[src/rtl/mdns_qnf_pkg.sv]
// ----------------------------------------------------------------------------
// mdns_qnf_pkg
// Types and constants shared by the mDNS query name filter.
// ----------------------------------------------------------------------------
`default_nettype none

package mdns_qnf_pkg;

    localparam int MAX_HOST_BYTES   = 16;
    localparam int MAX_SUFFIX_BYTES = 8;

    localparam logic [5:0] HOST_LEN_MAX   = 6'(MAX_HOST_BYTES);
    localparam logic [5:0] SUFFIX_LEN_MAX = 6'(MAX_SUFFIX_BYTES);

    // Configuration register indexes.
    localparam logic [2:0] CFG_HOST_LEN      = 3'd0;
    localparam logic [2:0] CFG_HOST_BYTES_LO = 3'd1;
    localparam logic [2:0] CFG_HOST_BYTES_HI = 3'd2;
    localparam logic [2:0] CFG_SUFFIX_LEN    = 3'd3;
    localparam logic [2:0] CFG_SUFFIX_BYTES  = 3'd4;

    localparam logic [4:0]  HOST_LEN_RESET     = 5'd0;
    localparam logic [3:0]  SUFFIX_LEN_RESET   = 4'd5;
    localparam logic [63:0] SUFFIX_BYTES_RESET = 64'h0000_006C_6163_6F6C;

    // Header byte 2 holds QR, opcode, AA, TC and RD; any of QR, opcode or TC
    // set means the packet is skipped.
    localparam logic [7:0]  FLAGS_IGNORE_MASK = 8'hfa;
    localparam logic [7:0]  COMPRESSION_MASK  = 8'hc0;
    localparam logic [3:0]  HEADER_LAST       = 4'd11;
    localparam logic [3:0]  HEADER_FLAGS_POS  = 4'd2;
    localparam logic [3:0]  HEADER_QD_HI_POS  = 4'd4;
    localparam logic [3:0]  HEADER_QD_LO_POS  = 4'd5;

    localparam logic [15:0] TYPE_A         = 16'd1;
    localparam logic [15:0] TYPE_AAAA      = 16'd28;
    localparam logic [15:0] CLASS_IN       = 16'h0001;
    localparam logic [15:0] CLASS_IN_FLUSH = 16'h8001;

    typedef enum logic [2:0] {
        PH_HEADER = 3'd0,
        PH_LEN    = 3'd1,
        PH_BODY   = 3'd2,
        PH_SKIP   = 3'd3,
        PH_TAIL   = 3'd4,
        PH_DONE   = 3'd5
    } phase_t;

    typedef enum logic [1:0] {
        VERDICT_IGNORE    = 2'd0,
        VERDICT_RESPOND   = 2'd1,
        VERDICT_MALFORMED = 2'd2,
        VERDICT_NONE      = 2'd3
    } verdict_t;

endpackage

`default_nettype wire

[src/rtl/mdns_query_name_filter_top.sv]
// ----------------------------------------------------------------------------
// mdns_query_name_filter_top
// Byte-wide mDNS question filter that decides whether a query asks for us.
//
// Input channel: one packet byte per word (data_byte, last_byte) with
// in_valid/in_stall. Output channel: one verdict word per packet on
// out_valid/out_stall, given for the packet's last byte only: ignore,
// respond or malformed.
// A byte is taken every cycle while in_stall is low; the per-byte parse is a
// single pass of constant-depth logic between the input register and the state
// and result registers. The last byte's verdict passes from the input register
// into the result register. While the receiver stalls, non-final bytes keep
// flowing; only a last byte that finds the result register full and stalled
// waits in the input register, and in_stall rises until the verdict drains.
// The configuration port writes host and suffix labels and their lengths; the
// user must write it only while no packet is in progress; nothing enforces it.
// Reset clears the parser to the start of a header and loads the default
// suffix label "local" with an empty host label.
// ----------------------------------------------------------------------------
`default_nettype none

module mdns_query_name_filter_top
(
    input  wire logic        clk,
    input  wire logic        rst_n,

    input  wire logic        cfg_write,
    input  wire logic [2:0]  cfg_index,
    input  wire logic [63:0] cfg_data,

    input  wire logic        in_valid,
    output logic             in_stall,
    input  wire logic [7:0]  data_byte,
    input  wire logic        last_byte,

    output logic             out_valid,
    input  wire logic        out_stall,
    output logic [1:0]       verdict
);

    // Configuration registers.
    logic [4:0]  host_len_reg;
    logic [63:0] host_lo_reg;
    logic [63:0] host_hi_reg;
    logic [3:0]  suffix_len_reg;
    logic [63:0] suffix_reg;

    // Input register.
    logic        s1_valid_reg;
    logic [7:0]  s1_byte_reg;
    logic        s1_last_reg;
    logic        s1_go;

    // Output register.
    logic        out_valid_reg;
    logic [1:0]  verdict_reg;

    // Parser state.
    mdns_qnf_pkg::phase_t   phase_reg, phase_next;
    logic [3:0]  header_count_reg, header_count_next;
    logic [7:0]  flags_high_reg, flags_high_next;
    logic [15:0] questions_left_reg, questions_left_next;
    logic [1:0]  label_number_reg, label_number_next;
    logic [5:0]  label_left_reg, label_left_next;
    logic [5:0]  label_pos_reg, label_pos_next;
    logic        name_ok_reg, name_ok_next;
    logic [1:0]  tail_count_reg, tail_count_next;
    logic [23:0] tail_shift_reg, tail_shift_next;
    logic        respond_reg, respond_next;
    mdns_qnf_pkg::verdict_t early_reg, early_next;
    mdns_qnf_pkg::verdict_t final_verdict;

    logic [127:0] host_all;
    logic [7:0]   want_byte;
    logic [5:0]   left_dec;
    logic [15:0]  q_dec;
    logic [15:0]  tail_type;
    logic [15:0]  tail_class;
    logic         tail_ok;
    logic         resp_now;

    // A last byte waits only when its verdict has nowhere to go.
    assign s1_go    = s1_valid_reg && !(s1_last_reg && out_valid_reg && out_stall);
    assign in_stall = s1_valid_reg && !s1_go;

    assign out_valid = out_valid_reg;
    assign verdict   = verdict_reg;

    always_ff @(posedge clk or negedge rst_n)
    begin
        if (!rst_n)
        begin
            host_len_reg   <= mdns_qnf_pkg::HOST_LEN_RESET;
            host_lo_reg    <= '0;
            host_hi_reg    <= '0;
            suffix_len_reg <= mdns_qnf_pkg::SUFFIX_LEN_RESET;
            suffix_reg     <= mdns_qnf_pkg::SUFFIX_BYTES_RESET;
        end
        else if (cfg_write)
        begin
            case (cfg_index)
                mdns_qnf_pkg::CFG_HOST_LEN:      host_len_reg   <= cfg_data[4:0];
                mdns_qnf_pkg::CFG_HOST_BYTES_LO: host_lo_reg    <= cfg_data;
                mdns_qnf_pkg::CFG_HOST_BYTES_HI: host_hi_reg    <= cfg_data;
                mdns_qnf_pkg::CFG_SUFFIX_LEN:    suffix_len_reg <= cfg_data[3:0];
                mdns_qnf_pkg::CFG_SUFFIX_BYTES:  suffix_reg     <= cfg_data;
                default:
                begin
                end
            endcase
        end
    end

    always_ff @(posedge clk or negedge rst_n)
    begin
        if (!rst_n)
        begin
            s1_valid_reg <= 1'b0;
        end
        else if (in_valid && !in_stall)
        begin
            s1_valid_reg <= 1'b1;
        end
        else if (s1_go)
        begin
            s1_valid_reg <= 1'b0;
        end
    end

    always_ff @(posedge clk)
    begin
        if (in_valid && !in_stall)
        begin
            s1_byte_reg <= data_byte;
            s1_last_reg <= last_byte;
        end
    end

    always_ff @(posedge clk or negedge rst_n)
    begin
        if (!rst_n)
        begin
            out_valid_reg <= 1'b0;
        end
        else if (s1_go && s1_last_reg)
        begin
            out_valid_reg <= 1'b1;
        end
        else if (!out_stall)
        begin
            out_valid_reg <= 1'b0;
        end
    end

    always_ff @(posedge clk)
    begin
        if (s1_go && s1_last_reg)
        begin
            verdict_reg <= final_verdict;
        end
    end

    always_ff @(posedge clk or negedge rst_n)
    begin
        if (!rst_n)
        begin
            phase_reg          <= mdns_qnf_pkg::PH_HEADER;
            header_count_reg   <= '0;
            flags_high_reg     <= '0;
            questions_left_reg <= '0;
            label_number_reg   <= '0;
            label_left_reg     <= '0;
            label_pos_reg      <= '0;
            name_ok_reg        <= 1'b1;
            tail_count_reg     <= '0;
            tail_shift_reg     <= '0;
            respond_reg        <= 1'b0;
            early_reg          <= mdns_qnf_pkg::VERDICT_NONE;
        end
        else if (s1_go)
        begin
            phase_reg          <= phase_next;
            header_count_reg   <= header_count_next;
            flags_high_reg     <= flags_high_next;
            questions_left_reg <= questions_left_next;
            label_number_reg   <= label_number_next;
            label_left_reg     <= label_left_next;
            label_pos_reg      <= label_pos_next;
            name_ok_reg        <= name_ok_next;
            tail_count_reg     <= tail_count_next;
            tail_shift_reg     <= tail_shift_next;
            respond_reg        <= respond_next;
            early_reg          <= early_next;
        end
    end

    assign host_all   = {host_hi_reg, host_lo_reg};
    assign left_dec   = label_left_reg - 6'd1;
    assign q_dec      = questions_left_reg - 16'd1;
    assign tail_type  = tail_shift_reg[23:8];
    assign tail_class = {tail_shift_reg[7:0], s1_byte_reg};
    assign tail_ok    = name_ok_reg &&
                        (tail_type == mdns_qnf_pkg::TYPE_A ||
                         tail_type == mdns_qnf_pkg::TYPE_AAAA) &&
                        (tail_class == mdns_qnf_pkg::CLASS_IN ||
                         tail_class == mdns_qnf_pkg::CLASS_IN_FLUSH);
    assign resp_now   = respond_reg || tail_ok;

    // Expected label byte; positions past the stored label read as zero.
    always_comb
    begin
        want_byte = 8'h00;
        if (label_number_reg == 2'd0)
        begin
            if (label_pos_reg[5:4] == 2'b00)
            begin
                want_byte = host_all[{label_pos_reg[3:0], 3'b000} +: 8];
            end
        end
        else if (label_pos_reg[5:3] == 3'b000)
        begin
            want_byte = suffix_reg[{label_pos_reg[2:0], 3'b000} +: 8];
        end
    end

    always_comb
    begin
        phase_next          = phase_reg;
        header_count_next   = header_count_reg;
        flags_high_next     = flags_high_reg;
        questions_left_next = questions_left_reg;
        label_number_next   = label_number_reg;
        label_left_next     = label_left_reg;
        label_pos_next      = label_pos_reg;
        name_ok_next        = name_ok_reg;
        tail_count_next     = tail_count_reg;
        tail_shift_next     = tail_shift_reg;
        respond_next        = respond_reg;
        early_next          = early_reg;

        case (phase_reg)
            mdns_qnf_pkg::PH_HEADER:
            begin
                if (header_count_reg == mdns_qnf_pkg::HEADER_FLAGS_POS)
                begin
                    flags_high_next = s1_byte_reg;
                end
                else if (header_count_reg == mdns_qnf_pkg::HEADER_QD_HI_POS)
                begin
                    questions_left_next = {s1_byte_reg, 8'h00};
                end
                else if (header_count_reg == mdns_qnf_pkg::HEADER_QD_LO_POS)
                begin
                    questions_left_next = {questions_left_reg[15:8], s1_byte_reg};
                end

                if (header_count_reg >= mdns_qnf_pkg::HEADER_LAST)
                begin
                    if ((flags_high_reg & mdns_qnf_pkg::FLAGS_IGNORE_MASK) != 8'h00 ||
                        questions_left_reg == 16'd0)
                    begin
                        phase_next = mdns_qnf_pkg::PH_DONE;
                        early_next = mdns_qnf_pkg::VERDICT_IGNORE;
                    end
                    else
                    begin
                        phase_next        = mdns_qnf_pkg::PH_LEN;
                        label_number_next = '0;
                        label_left_next   = '0;
                        label_pos_next    = '0;
                        name_ok_next      = 1'b1;
                        tail_count_next   = '0;
                        tail_shift_next   = '0;
                    end
                end
                else
                begin
                    header_count_next = header_count_reg + 4'd1;
                end
            end

            mdns_qnf_pkg::PH_LEN:
            begin
                if (s1_byte_reg == 8'h00)
                begin
                    if (label_number_reg != 2'd2)
                    begin
                        name_ok_next = 1'b0;
                    end
                    phase_next = mdns_qnf_pkg::PH_TAIL;
                end
                else if ((s1_byte_reg & mdns_qnf_pkg::COMPRESSION_MASK) != 8'h00)
                begin
                    name_ok_next = 1'b0;
                    phase_next   = mdns_qnf_pkg::PH_SKIP;
                end
                else
                begin
                    if (label_number_reg == 2'd0)
                    begin
                        if ({1'b0, host_len_reg} > mdns_qnf_pkg::HOST_LEN_MAX ||
                            s1_byte_reg != {3'b000, host_len_reg})
                        begin
                            name_ok_next = 1'b0;
                        end
                    end
                    else if (label_number_reg == 2'd1)
                    begin
                        if ({2'b00, suffix_len_reg} > mdns_qnf_pkg::SUFFIX_LEN_MAX ||
                            s1_byte_reg != {4'b0000, suffix_len_reg})
                        begin
                            name_ok_next = 1'b0;
                        end
                    end
                    else
                    begin
                        name_ok_next = 1'b0;
                    end
                    label_left_next = s1_byte_reg[5:0];
                    label_pos_next  = '0;
                    phase_next      = mdns_qnf_pkg::PH_BODY;
                end
            end

            mdns_qnf_pkg::PH_BODY:
            begin
                if (name_ok_reg &&
                    (label_number_reg == 2'd2 || want_byte != s1_byte_reg))
                begin
                    name_ok_next = 1'b0;
                end
                label_pos_next  = label_pos_reg + 6'd1;
                label_left_next = left_dec;
                if (left_dec == 6'd0)
                begin
                    if (label_number_reg != 2'd2)
                    begin
                        label_number_next = label_number_reg + 2'd1;
                    end
                    phase_next = mdns_qnf_pkg::PH_LEN;
                end
            end

            mdns_qnf_pkg::PH_SKIP:
            begin
                phase_next = mdns_qnf_pkg::PH_TAIL;
            end

            mdns_qnf_pkg::PH_TAIL:
            begin
                if (tail_count_reg != 2'd3)
                begin
                    tail_shift_next = {tail_shift_reg[15:0], s1_byte_reg};
                    tail_count_next = tail_count_reg + 2'd1;
                end
                else
                begin
                    respond_next        = resp_now;
                    questions_left_next = q_dec;
                    if (q_dec == 16'd0)
                    begin
                        phase_next = mdns_qnf_pkg::PH_DONE;
                        early_next = resp_now ? mdns_qnf_pkg::VERDICT_RESPOND
                                              : mdns_qnf_pkg::VERDICT_IGNORE;
                    end
                    else
                    begin
                        phase_next        = mdns_qnf_pkg::PH_LEN;
                        label_number_next = '0;
                        label_left_next   = '0;
                        label_pos_next    = '0;
                        name_ok_next      = 1'b1;
                        tail_count_next   = '0;
                        tail_shift_next   = '0;
                    end
                end
            end

            default:
            begin
            end
        endcase

        // An undecided packet at its last byte is cut short.
        final_verdict = (early_next == mdns_qnf_pkg::VERDICT_NONE)
                      ? mdns_qnf_pkg::VERDICT_MALFORMED : early_next;

        if (s1_last_reg)
        begin
            phase_next          = mdns_qnf_pkg::PH_HEADER;
            header_count_next   = '0;
            flags_high_next     = '0;
            questions_left_next = '0;
            label_number_next   = '0;
            label_left_next     = '0;
            label_pos_next      = '0;
            name_ok_next        = 1'b1;
            tail_count_next     = '0;
            tail_shift_next     = '0;
            respond_next        = 1'b0;
            early_next          = mdns_qnf_pkg::VERDICT_NONE;
        end
    end

endmodule

`default_nettype wire

[config.mk]
export PLATFORM = sky130hd
export DESIGN_NAME = mdns_query_name_filter_top
export DESIGN_NICKNAME = d
export VERILOG_FILES = /design/src/rtl/mdns_qnf_pkg.sv /design/src/rtl/mdns_query_name_filter_top.sv
export SDC_FILE = /design/constraint.sdc
export NUM_CORES = 1
export LEC_CHECK = 0
export ABC_CLOCK_PERIOD_IN_PS = 2600
export BUFFER_PORTS_ARGS = -buffer_cell sky130_fd_sc_hd__buf_2
export CORE_ASPECT_RATIO = 0.5
export CORE_MARGIN = 8
export CORE_UTILIZATION = 55
export DETAILED_ROUTE_END_ITERATION = 7
export PLACE_DENSITY_LB_ADDON = 0.1
export SYNTH_ARGS = -nofsm -noshare
export SYNTH_HDL_FRONTEND = slang
export SYNTH_SLANG_ARGS = --single-unit
[constraint.sdc]
create_clock -name clk -period 2.6 [get_ports clk]
set_input_delay 0.13 -clock clk [delete_from_list [all_inputs] [get_ports clk]]
set_output_delay 0.13 -clock clk [all_outputs]
set_load 0.1 [all_outputs]
---- Yosys cells after proc, flatten, opt, wreduce, memory -nomap -nowiden ----
Cells that the tools add are included.
operators by class
  reductions and logical operators ........ 53
  add/subtract/negate cells ............... 6
  magnitude comparators ................... 3
  shift-type cells ........................ 2
  equality and inequality tests ........... 42
  mux-type cells .......................... 81
operators by type and width
  kind                                                                    number
  128-bit by 8-bit variable part select with 8-bit output                 1
  24-bit 2-to-1 mux                                                       5
  16-bit 2-to-1 mux                                                       4
  64-bit by 7-bit variable part select with 8-bit output                  1
  6-bit 2-to-1 mux                                                        10
  8-bit 2-to-1 mux                                                        7
  24-bit case mux with 2 select lines                                     1
  6-bit case mux with 4 select lines                                      2
  3-bit inequality test, second input constant                            11
  16-bit by 1-bit equality test with 1-bit output, second input constant  2
  16-bit logical NOT                                                      2
  16-bit case mux with 2 select lines                                     1
  2-bit 2-to-1 mux                                                        14
  1-bit 2-to-1 mux                                                        22
  3-bit 2-to-1 mux                                                        7
  5-bit AND reduction                                                     4
  16-bit equality test, second input constant                             1
  16-bit by 5-bit equality test with 1-bit output, second input constant  1
  8-bit AND reduction                                                     2
  8-bit nonzero test                                                      2
  16-bit by 1-bit subtractor with 16-bit output, second input constant    1
  3-bit case mux with 5 select lines                                      1
  3-bit by 2-bit equality test with 1-bit output, second input constant   4
  4-bit 2-to-1 mux                                                        3
  other kinds (39)                                                        78
storage, ports and cells
  logic and storage cells ................. 210
  bits of input ports ..................... 81
  register bits ........................... 289
  output and inout bits ................... 4

---- Depth between registers and ports, before layout ----
Gate-level depths: netlist of run 1.
  word-level depth ........................ 10
  depth in mapped cells ................... 14

---- Worst setup path after synthesis of run 1 ----
OpenSTA, ideal clock, no wires.
  path type ............................... flip-flop to flip-flop
  start ................................... register questions_left_reg[0]
  end ..................................... register label_left_reg[5]
  period minus slack after synthesis ...... 2.769 ns
  slack ................................... -0.169 ns
  library setup time ...................... 0.125 ns
  stages on the path, launching flop included .. 13
  arrival ................................. 2.644 ns
  data required time ...................... 2.475 ns
  buffers on the path ..................... 3
  cells stage by stage .................... dfrtp_1 clkbuf_1 inv_1 ha_1 clkbuf_1 o21bai_1 a311oi_1 a31oi_1 nor4_1 nand3_1 o21ai_1 buf_2 mux2_2
on the way
  cells in the longest elaborated chain, start to end .. 4
RTL lines
  element                                                                              line                                                                  source
  from (decl)                                                                          mdns_query_name_filter_top.sv:62                                      logic [15:0] questions_left_reg, questions_left_next;
  from (signal assigned)                                                               mdns_query_name_filter_top.sv:185                                     questions_left_reg <= questions_left_next;
  16-bit by 1-bit subtractor with 16-bit output or 16-bit logical NOT (tied branches)  mdns_query_name_filter_top.sv:199, mdns_query_name_filter_top.sv:260
  16-bit logical NOT or 1-bit logical OR (tied branches)                               mdns_query_name_filter_top.sv:360, mdns_query_name_filter_top.sv:259
  3-bit inequality test (no source line)                                               -
  8-bit AND reduction (no source line) (*)                                             -
  to (signal assigned)                                                                 mdns_query_name_filter_top.sv:187                                     label_left_reg <= label_left_next;
  to (decl)                                                                            mdns_query_name_filter_top.sv:64                                      logic [5:0] label_left_reg, label_left_next;
Every way passes the cells marked *; elsewhere a longest branch is shown, timed or not.
A chain may end at the register's enable or synchronous reset.

---- Final worst setup path of run 1 ----
  start ................................... register questions_left_reg[0]
  end ..................................... register tail_shift_reg[22]
on the way
  cells in the longest elaborated chain, start to end .. 4
RTL lines
  element                                                                              line                                                                  source
  16-bit by 1-bit subtractor with 16-bit output or 16-bit logical NOT (tied branches)  mdns_query_name_filter_top.sv:199, mdns_query_name_filter_top.sv:260
  16-bit logical NOT or 1-bit logical OR (tied branches)                               mdns_query_name_filter_top.sv:360, mdns_query_name_filter_top.sv:259
  4-bit inequality test (no source line) or 3-bit inequality test (tied branches)      -
  5-bit AND reduction (no source line) (*)                                             -
  to (signal assigned)                                                                 mdns_query_name_filter_top.sv:191                                     tail_shift_reg <= tail_shift_next;
  to (decl)                                                                            mdns_query_name_filter_top.sv:68                                      logic [23:0] tail_shift_reg, tail_shift_next;
Marked as above.

==> flow_metrics.tcl, run 1 <==
set metrics [dict create \
    status "complete, but fails checks" \
    synth_top_area_share 0.4467 \
    yosysMostFrequentCell "dfrtp_1" \
    synth-simple-area-share 0.08246 \
    clk_latency_ns 0.56 \
    initial_core_util 0.5583 \
    worst_ep_required_time_ns 3.09 \
    synth-seq-cells 287 \
    wl_per_cell_um 21.14 \
    hold_viol 0 \
    drc 0 \
    power.total_mw 14.65 \
    endpoint_kind "register" \
    setup_ws_ns -0.01881 \
    first_pass_iters 5 \
    tightest_slew_ns 0.7896 \
    path_class "register to register" \
    synth-async-reset-ratio 0.9617 \
    cts_tree "built" \
    track_usage 0.2298 \
    yosysWarnings 0 \
    first_iter_violations 626 \
    powerDensity_nw_per_um2 845.7 \
    synth_top_family_by_area "multiplexers" \
    dp_cells 1553 \
    synth_cell_type_count 72 \
    fin_cells 1688 \
    die_w_um 241.7 \
    leakage_nw 7.229 \
    hpwl_mm 24.10 \
    cts_root_buf "clkbuf_16" \
    synthXorXnorAreaFrac 0.01188 \
    cts_buffers 26 \
    synth_nets 1205 \
    grt_first_pass_wirelength_mm 58.19 \
    min_period_ns 2.619 \
    tns_ns -0.1287 \
    routed_wl_mm 35.69 \
    path_clk_slew_ns 0.07 \
    fin_crit_sh 1.007 \
    htree_levels 1 \
    core_area_sq_um 25090 \
    antenna_found_initial 0 \
    syn2layout_area_growth_pct 23.66 \
    grt_max_degree 85 \
    max_freq_ghz 0.3819 \
    syn_area_sq_um 14000 \
    final_max_slew_viol_count 0 \
    hold_class "primary input to register" \
    violations "negative setup slack" \
    arrival_ns 3.11 \
    drive_gt1_frac 0.3914 \
    synth_adder_area_share 0.01161 \
    grt_overflow_total 0 \
    start_kind "register" \
    synth-edff-count 11 \
    clock_sinks 287 \
    rsz0062_at_grt "yes" \
    synthMuxAreaShare 0.2444 \
    portBuffers 84 \
    timing.max_cap.violations 0 \
    fillCellCount 1800 \
    via_per_inst 5.943 \
    synthCells 1111 \
    vias 10030 \
    antenna_cells 0 \
    pin_count 85 \
    ir_drop_v 0.0004617 \
    ant_nets 0 \
    fin_nets 1418 \
    slew_headroom 0.4724 \
    setup_viol 16 \
    synth.avg_cell_area_sq_um 12.61 \
    place_congestion 0.9309 \
    ys_seq_area_frac 0.5191 \
    fp.dieH_um 128.8 \
    cp_max_fo 24 \
    clockBufferDepth 3 \
    synth_commonest_cells "250 x dfrtp_1, 208 x mux2_2, 54 x nor2_1" \
    synth_largest_area_cell "dfrtp_1" \
    rows 41 \
    synth_top_cells_by_area "dfrtp_1 45%, mux2_2 17%, dfstp_2 4.9%" \
    synthFlopType "dfrtp_1" \
    grt_pass1_vias 10590 \
    die_area_sq_um 31140 \
    synth_compound_area_frac 0.1010 \
    place_ws_ns -0.06303 \
    skew_ns 0.01198 \
]
## placed cells by master (no fill, tap or decap), drive strengths merged, types with 7 or more instances in the layout
cell / synthesis / final
nor4: 18 / 18
inv: 20 / 22
clkbuf: 44 / 32
a211oi: 8 / 8
a22oi: 18 / 18
o21ai: 49 / 49
mux2: 208 / 208
mux2i: 45 / 45
nor3: 20 / 20
nand3: 10 / 10
dfstp: 26 / 26
clkinv: 0 / 8
nand2: 46 / 46
mux4: 28 / 28
nor2b: 7 / 7
a21oi: 34 / 34
nor2: 54 / 54
o22ai: 21 / 21
o31ai: 7 / 7
nor4b: 8 / 8
dfrtp: 250 / 250
nand2b: 10 / 10
ha: 13 / 13
a22o: 31 / 31
dlygate4sd3: 0 / 77
edfxtp: 11 / 11
xnor2: 10 / 10
buf: 26 / 178
xor2: 9 / 9
## final cells by class
class	count	area, sq um	area share
Timing Repair Buffer	255	2101	0.1213
Clock inverter	16	241.5	0.01394
Sequential cell	287	7273	0.4200
Tap cell	344	430.4	0.02485
Multi-Input combinational cell	734	6474	0.3738
Clock buffer	32	723.2	0.04176
Inverter	20	75.07	0.004335
## power by group
| part | switching (mW) | total (mW) | internal (mW) |
|---|---|---|---|
| Sequential | 0.521 | 5.96 | 5.44 |
| Clock | 1.78 | 4.28 | 2.50 |
| Combinational | 2.20 | 4.41 | 2.21 |
## path summary, 6_finish.rpt
kind	startpoint	endpoint	slack [ns]	cells after the start
setup / recovery	questions_left_reg[0]$_DFFE_PN0P_	tail_shift_reg[22]$_DFFE_PN0P_	-0.02	12
hold / removal	cfg_index[1]	host_len_reg[1]$_DFFE_PN0P_	0.02	3
setup reg to reg	questions_left_reg[0]$_DFFE_PN0P_	tail_shift_reg[22]$_DFFE_PN0P_	-0.02	12
hold reg to reg	early_reg[0]$_DFFE_PN1P_	early_reg[0]$_DFFE_PN1P_	0.47	2
max in group asynchronous	rst_n	suffix_reg[37]$_DFFE_PN1P_	1.56	3
min in group asynchronous	rst_n	host_lo_reg[8]$_DFFE_PN0P_	0.16	2
## worst max-delay path, cell delays in order, from the launching register on
cell and delay (ns):
dfrtp_1 0.36, inv_2 0.06, ha_4 0.16, buf_6 0.13, o21bai_2 0.20, buf_4 0.15, a311o_1 0.35, a22oi_2 0.32
and4_4 0.30, nor3_4 0.05, o21bai_4 0.15, buf_12 0.18, a22o_1 0.15
## layer usage
metal,vias to the layer above,global-route usage,part of all wire
li1,4588,-,-
met1,5139,0.2946,0.43
met2,237,0.4055,0.50
met3,67,0.03641,0.039
met4,0,0.06565,0.027
met5,-,0,0
## logic make-up after synthesis
kind of cell / after synthesis
flip-flops: 287
multiplexers: 281
AND/OR/NAND/NOR: 214
AO/OA/AOI/OAI: 207
buffers and inverters: 90
XOR/XNOR: 19
adder cells (fa/ha/maj): 13
## metrics by stage
stage / util / cell area, sq um / hold WS [ns]
after detailed placement: 0.6117 / 15340 / 0.1845
after CTS: 0.6851 / 17190 / 0.007679
after global placement: 0.6117 / 15340 / 0.1706
after global routing: 0.6904 / 17320 / 0.06435
after floorplan: - / 14020 / -0.1656
final: 0.6904 / 17320 / 0.01833
## timing repair
action                                  CTS  global route
setup buffers                             5             4
endpoints found under the setup margin   38            45
resized for setup                        16            23
pin swaps                                 4             5
hold endpoints to repair                291             0
hold buffers                             77             0
gates cloned                              0             1
(Power assumes the default switching activity.)
==> run 2, diff against run 1 <==
- ABC_AREA: default -> 1
- CORE_UTILIZATION: 55 -> 40
- PLACE_DENSITY: default -> 0.56
- PLACE_DENSITY_LB_ADDON: 0.1 -> default
==> flow_metrics.tcl, run 2 <==
set metrics [dict create \
    hold_end "suffix_len_reg[2]$_DFFE_PN1P_" \
    vias 12990 \
    fin_cells 2571 \
    ys_seq_area_frac 0.5005 \
    start_kind "register" \
    clk_latency_ns 0.58 \
    synth_cell_type_count 43 \
    r2r_end "name_ok_reg$_DFFE_PN1P_" \
    gr-usage-met3 0.03601 \
    syn2layout_area_growth_pct 21.23 \
    yosysWarnings 0 \
    layout_common_cells "497 x nand2_1, 293 x o21ai_0, 249 x dfrtp_1" \
    powerDensity_nw_per_um2 876.5 \
    synth-async-reset-ratio 0.9617 \
    wl_per_cell_um 17.18 \
    reg2reg_depth 15 \
    status "finished, final reports clean" \
    first_pass_iters 5 \
    fin_nets 2159 \
    cp_max_fo 40 \
    portBuffers 84 \
    grt_first_pass_wirelength_mm 70.91 \
    met1_usage 0.3069 \
    synth-edff-count 11 \
    synth_largest_area_cell "dfrtp_1" \
    drive_gt1_frac 0.1241 \
    tns_ns 0 \
    first_iter_violations 1180 \
    path_class "register to register" \
    setup_viol 0 \
    cp_slowest_stage_delay_ns 0.53 \
    hold_class "primary input to register" \
    tightest_slew_ns 0.9345 \
    top_usage_layer "met2" \
    clock_sinks 287 \
    cts_root_buf "clkbuf_16" \
    via_per_inst 5.054 \
    fp.dieH_um 150.7 \
    cpMaxStageDelayCell "o21ai_0" \
    place_congestion 0.8968 \
    min_path_cells 3 \
    final_max_slew_viol_count 0 \
    synthMuxAreaShare 0 \
    final_common_cell "nand2_1" \
    slew_headroom 0.3747 \
    rows 49 \
    pin_count 85 \
    grt_pass1_vias 12420 \
    leakage_nw 8.571 \
    synth_compound_area_frac 0.1483 \
    place_ws_ns 0.04721 \
    synth-seq-cells 287 \
    yosysMostFrequentCell "nand2_1" \
    fillCellCount 3563 \
    synth_top_area_share 0.4307 \
    synthXorXnorAreaFrac 0.005427 \
    die_w_um 285.5 \
    synth_nets 1993 \
    path_clk_slew_ns 0.07 \
    min_period_ns 2.412 \
    initial_core_util 0.4050 \
    antenna_found_initial 0 \
    dp_cells 2431 \
    max_freq_ghz 0.4146 \
    grt_overflow_total 0 \
    track_usage 0.2041 \
    synth_adder_area_share 0.01120 \
    syn_area_sq_um 14530 \
    htree_levels 1 \
    synth.avg_cell_area_sq_um 7.649 \
    synthCells 1899 \
    path_cells "inv_2, buf_12, o21ai_0, nand3_1, nand3_1, nand2_1, nand2_1, nand2_1, nand2_1, nand2_1, nor2_1, nand3_1, nand2_1, nand2_1, nand2_1" \
    drc 0 \
    hpwl_mm 30.28 \
    crit_buf_inv 2 \
    cts_buffers 28 \
    hold_viol 0 \
    ir_drop_v 0.0005483 \
    endpoint_kind "register" \
    skew_ns 0.02311 \
    r2r_start "label_pos_reg[0]$_DFFE_PN0P_" \
    ant_nets 0 \
    cts_tree "built" \
    worst_ep_required_time_ns 3.11 \
    clockBufferDepth 3 \
    rsz0062_at_grt "no" \
    routed_wl_mm 44.18 \
    grt_max_degree 129 \
    setup_ws_ns 0.1881 \
    timing.reg2reg.setup_slack_ns 0.19 \
    synthFlopType "dfrtp_1" \
    synth_top_cells_by_area "dfrtp_1 43%, nand2_1 13%, o21ai_0 10%" \
    antenna_cells 0 \
    core_area_sq_um 35870 \
    synth_commonest_cells "497 x nand2_1, 294 x o21ai_0, 250 x dfrtp_1" \
    cpMostUsedCell "nand2_1" \
    grt_use_met2 0.3079 \
    synth_top_family_by_area "simple AND/OR/NAND/NOR gates" \
    cp_top_family "simple AND/OR/NAND/NOR gates" \
    timing.max_cap.violations 0 \
    arrival_ns 2.92 \
    fin_crit_sh 0.9276 \
    die_area_sq_um 43040 \
    synth-simple-area-share 0.2549 \
    hold_start "cfg_index[1]" \
]
## run 2: changes by cell type in the layout (fill, tap and decap cells not counted), moves of 13 or more
cell | previous run | this run
nor4_1 | 16 | 3
o21ai_0 | 35 | 293
nand3_1 | 8 | 121
buf_4 | 75 | 47
mux4_2 | 28 | 0
nor2_1 | 53 | 221
inv_1 | 18 | 187
a22o_1 | 31 | 1
nand2_1 | 46 | 497
mux2_2 | 207 | 0
mux2i_1 | 45 | 0
## run 2: how the worst max path moves through the flow
stage | slack, ns | startpoint | end | depth (start not counted)
floorplan | 0.18 | out_valid$_DFFE_PN0P_ | tail_count_reg[0]$_DFFE_PN0P_ | 8
global placement | 0.11 | questions_left_reg[1]$_DFFE_PN0P_ | tail_shift_reg[23]$_DFFE_PN0P_ | 12
detailed placement | 0.05 | header_count_reg[0]$_DFFE_PN0P_ | tail_shift_reg[1]$_DFFE_PN0P_ | 10
CTS | 0.03 | questions_left_reg[1]$_DFFE_PN0P_ | tail_shift_reg[15]$_DFFE_PN0P_ | 12
global route | 0.0009 | label_pos_reg[0]$_DFFE_PN0P_ | name_ok_reg$_DFFE_PN1P_ | 15
finish | 0.19 | label_pos_reg[0]$_DFFE_PN0P_ | name_ok_reg$_DFFE_PN1P_ | 15
## run 2: per-stage QoR
step	power [mW]	hold slack, ns	cell area [sq um]	utilization
6_report	15.43	0.03033	17610	0.4910
2_1_floorplan	9.480	-0.1656	14530	-
3_3_place_gp	11.20	0.1570	15810	0.4407
5_1_grt	16.53	0.06068	17610	0.4910
4_1_cts	15.42	0.02125	17510	0.4881
3_5_place_dp	11.21	0.1555	15810	0.4407
## run 2: worst min-delay path, delay by kind of cell
family | cells | cell delay [ns]
simple gates | 1 | 0.22
buf+inv | 1 | 0.12
compound gates | 1 | 0.11
## run 2: logic make-up after synthesis
logic type / after synthesis
and+or+nand+nor: 898
adders and majority gates: 13
xor gates and xnor gates: 9
buffers and inverters: 294
DFF: 287
AOI/OAI and AO/OA: 398
## run 2: cell type report
cell class | count | area (sq um) | area share
multi-input cells | 1323 | 6200 | 0.3521
clock buffers | 40 | 775.7 | 0.04405
clock inverters | 12 | 123.9 | 0.007034
inverters | 199 | 747.0 | 0.04242
flip-flops and latches | 287 | 7273 | 0.4130
well taps | 484 | 605.6 | 0.03439
repair buffers | 226 | 1884 | 0.1070
## run 2: where the power goes
part           switching, mW  internal (mW)
sequential             0.540           5.39
clock                   1.87           2.20
combinational           3.50           1.94
total                   5.91           9.52
## run 2: what timing repair did
| item | 4_1_cts | 5_1_grt |
|---|---|---|
| endpoints found under the setup margin | 0 | 34 |
| hold buffers | 80 | 0 |
| buffers inserted | 0 | 3 |
| endpoints found under the hold margin | 337 | 0 |
| gates resized for setup | 0 | 6 |
## run 2: metal layers
metal	vias to the layer above	part of all wire
met4	0	0.016
met1	6165	0.49
met5	-	0
met3	49	0.059
li1	6467	-
met2	312	0.43
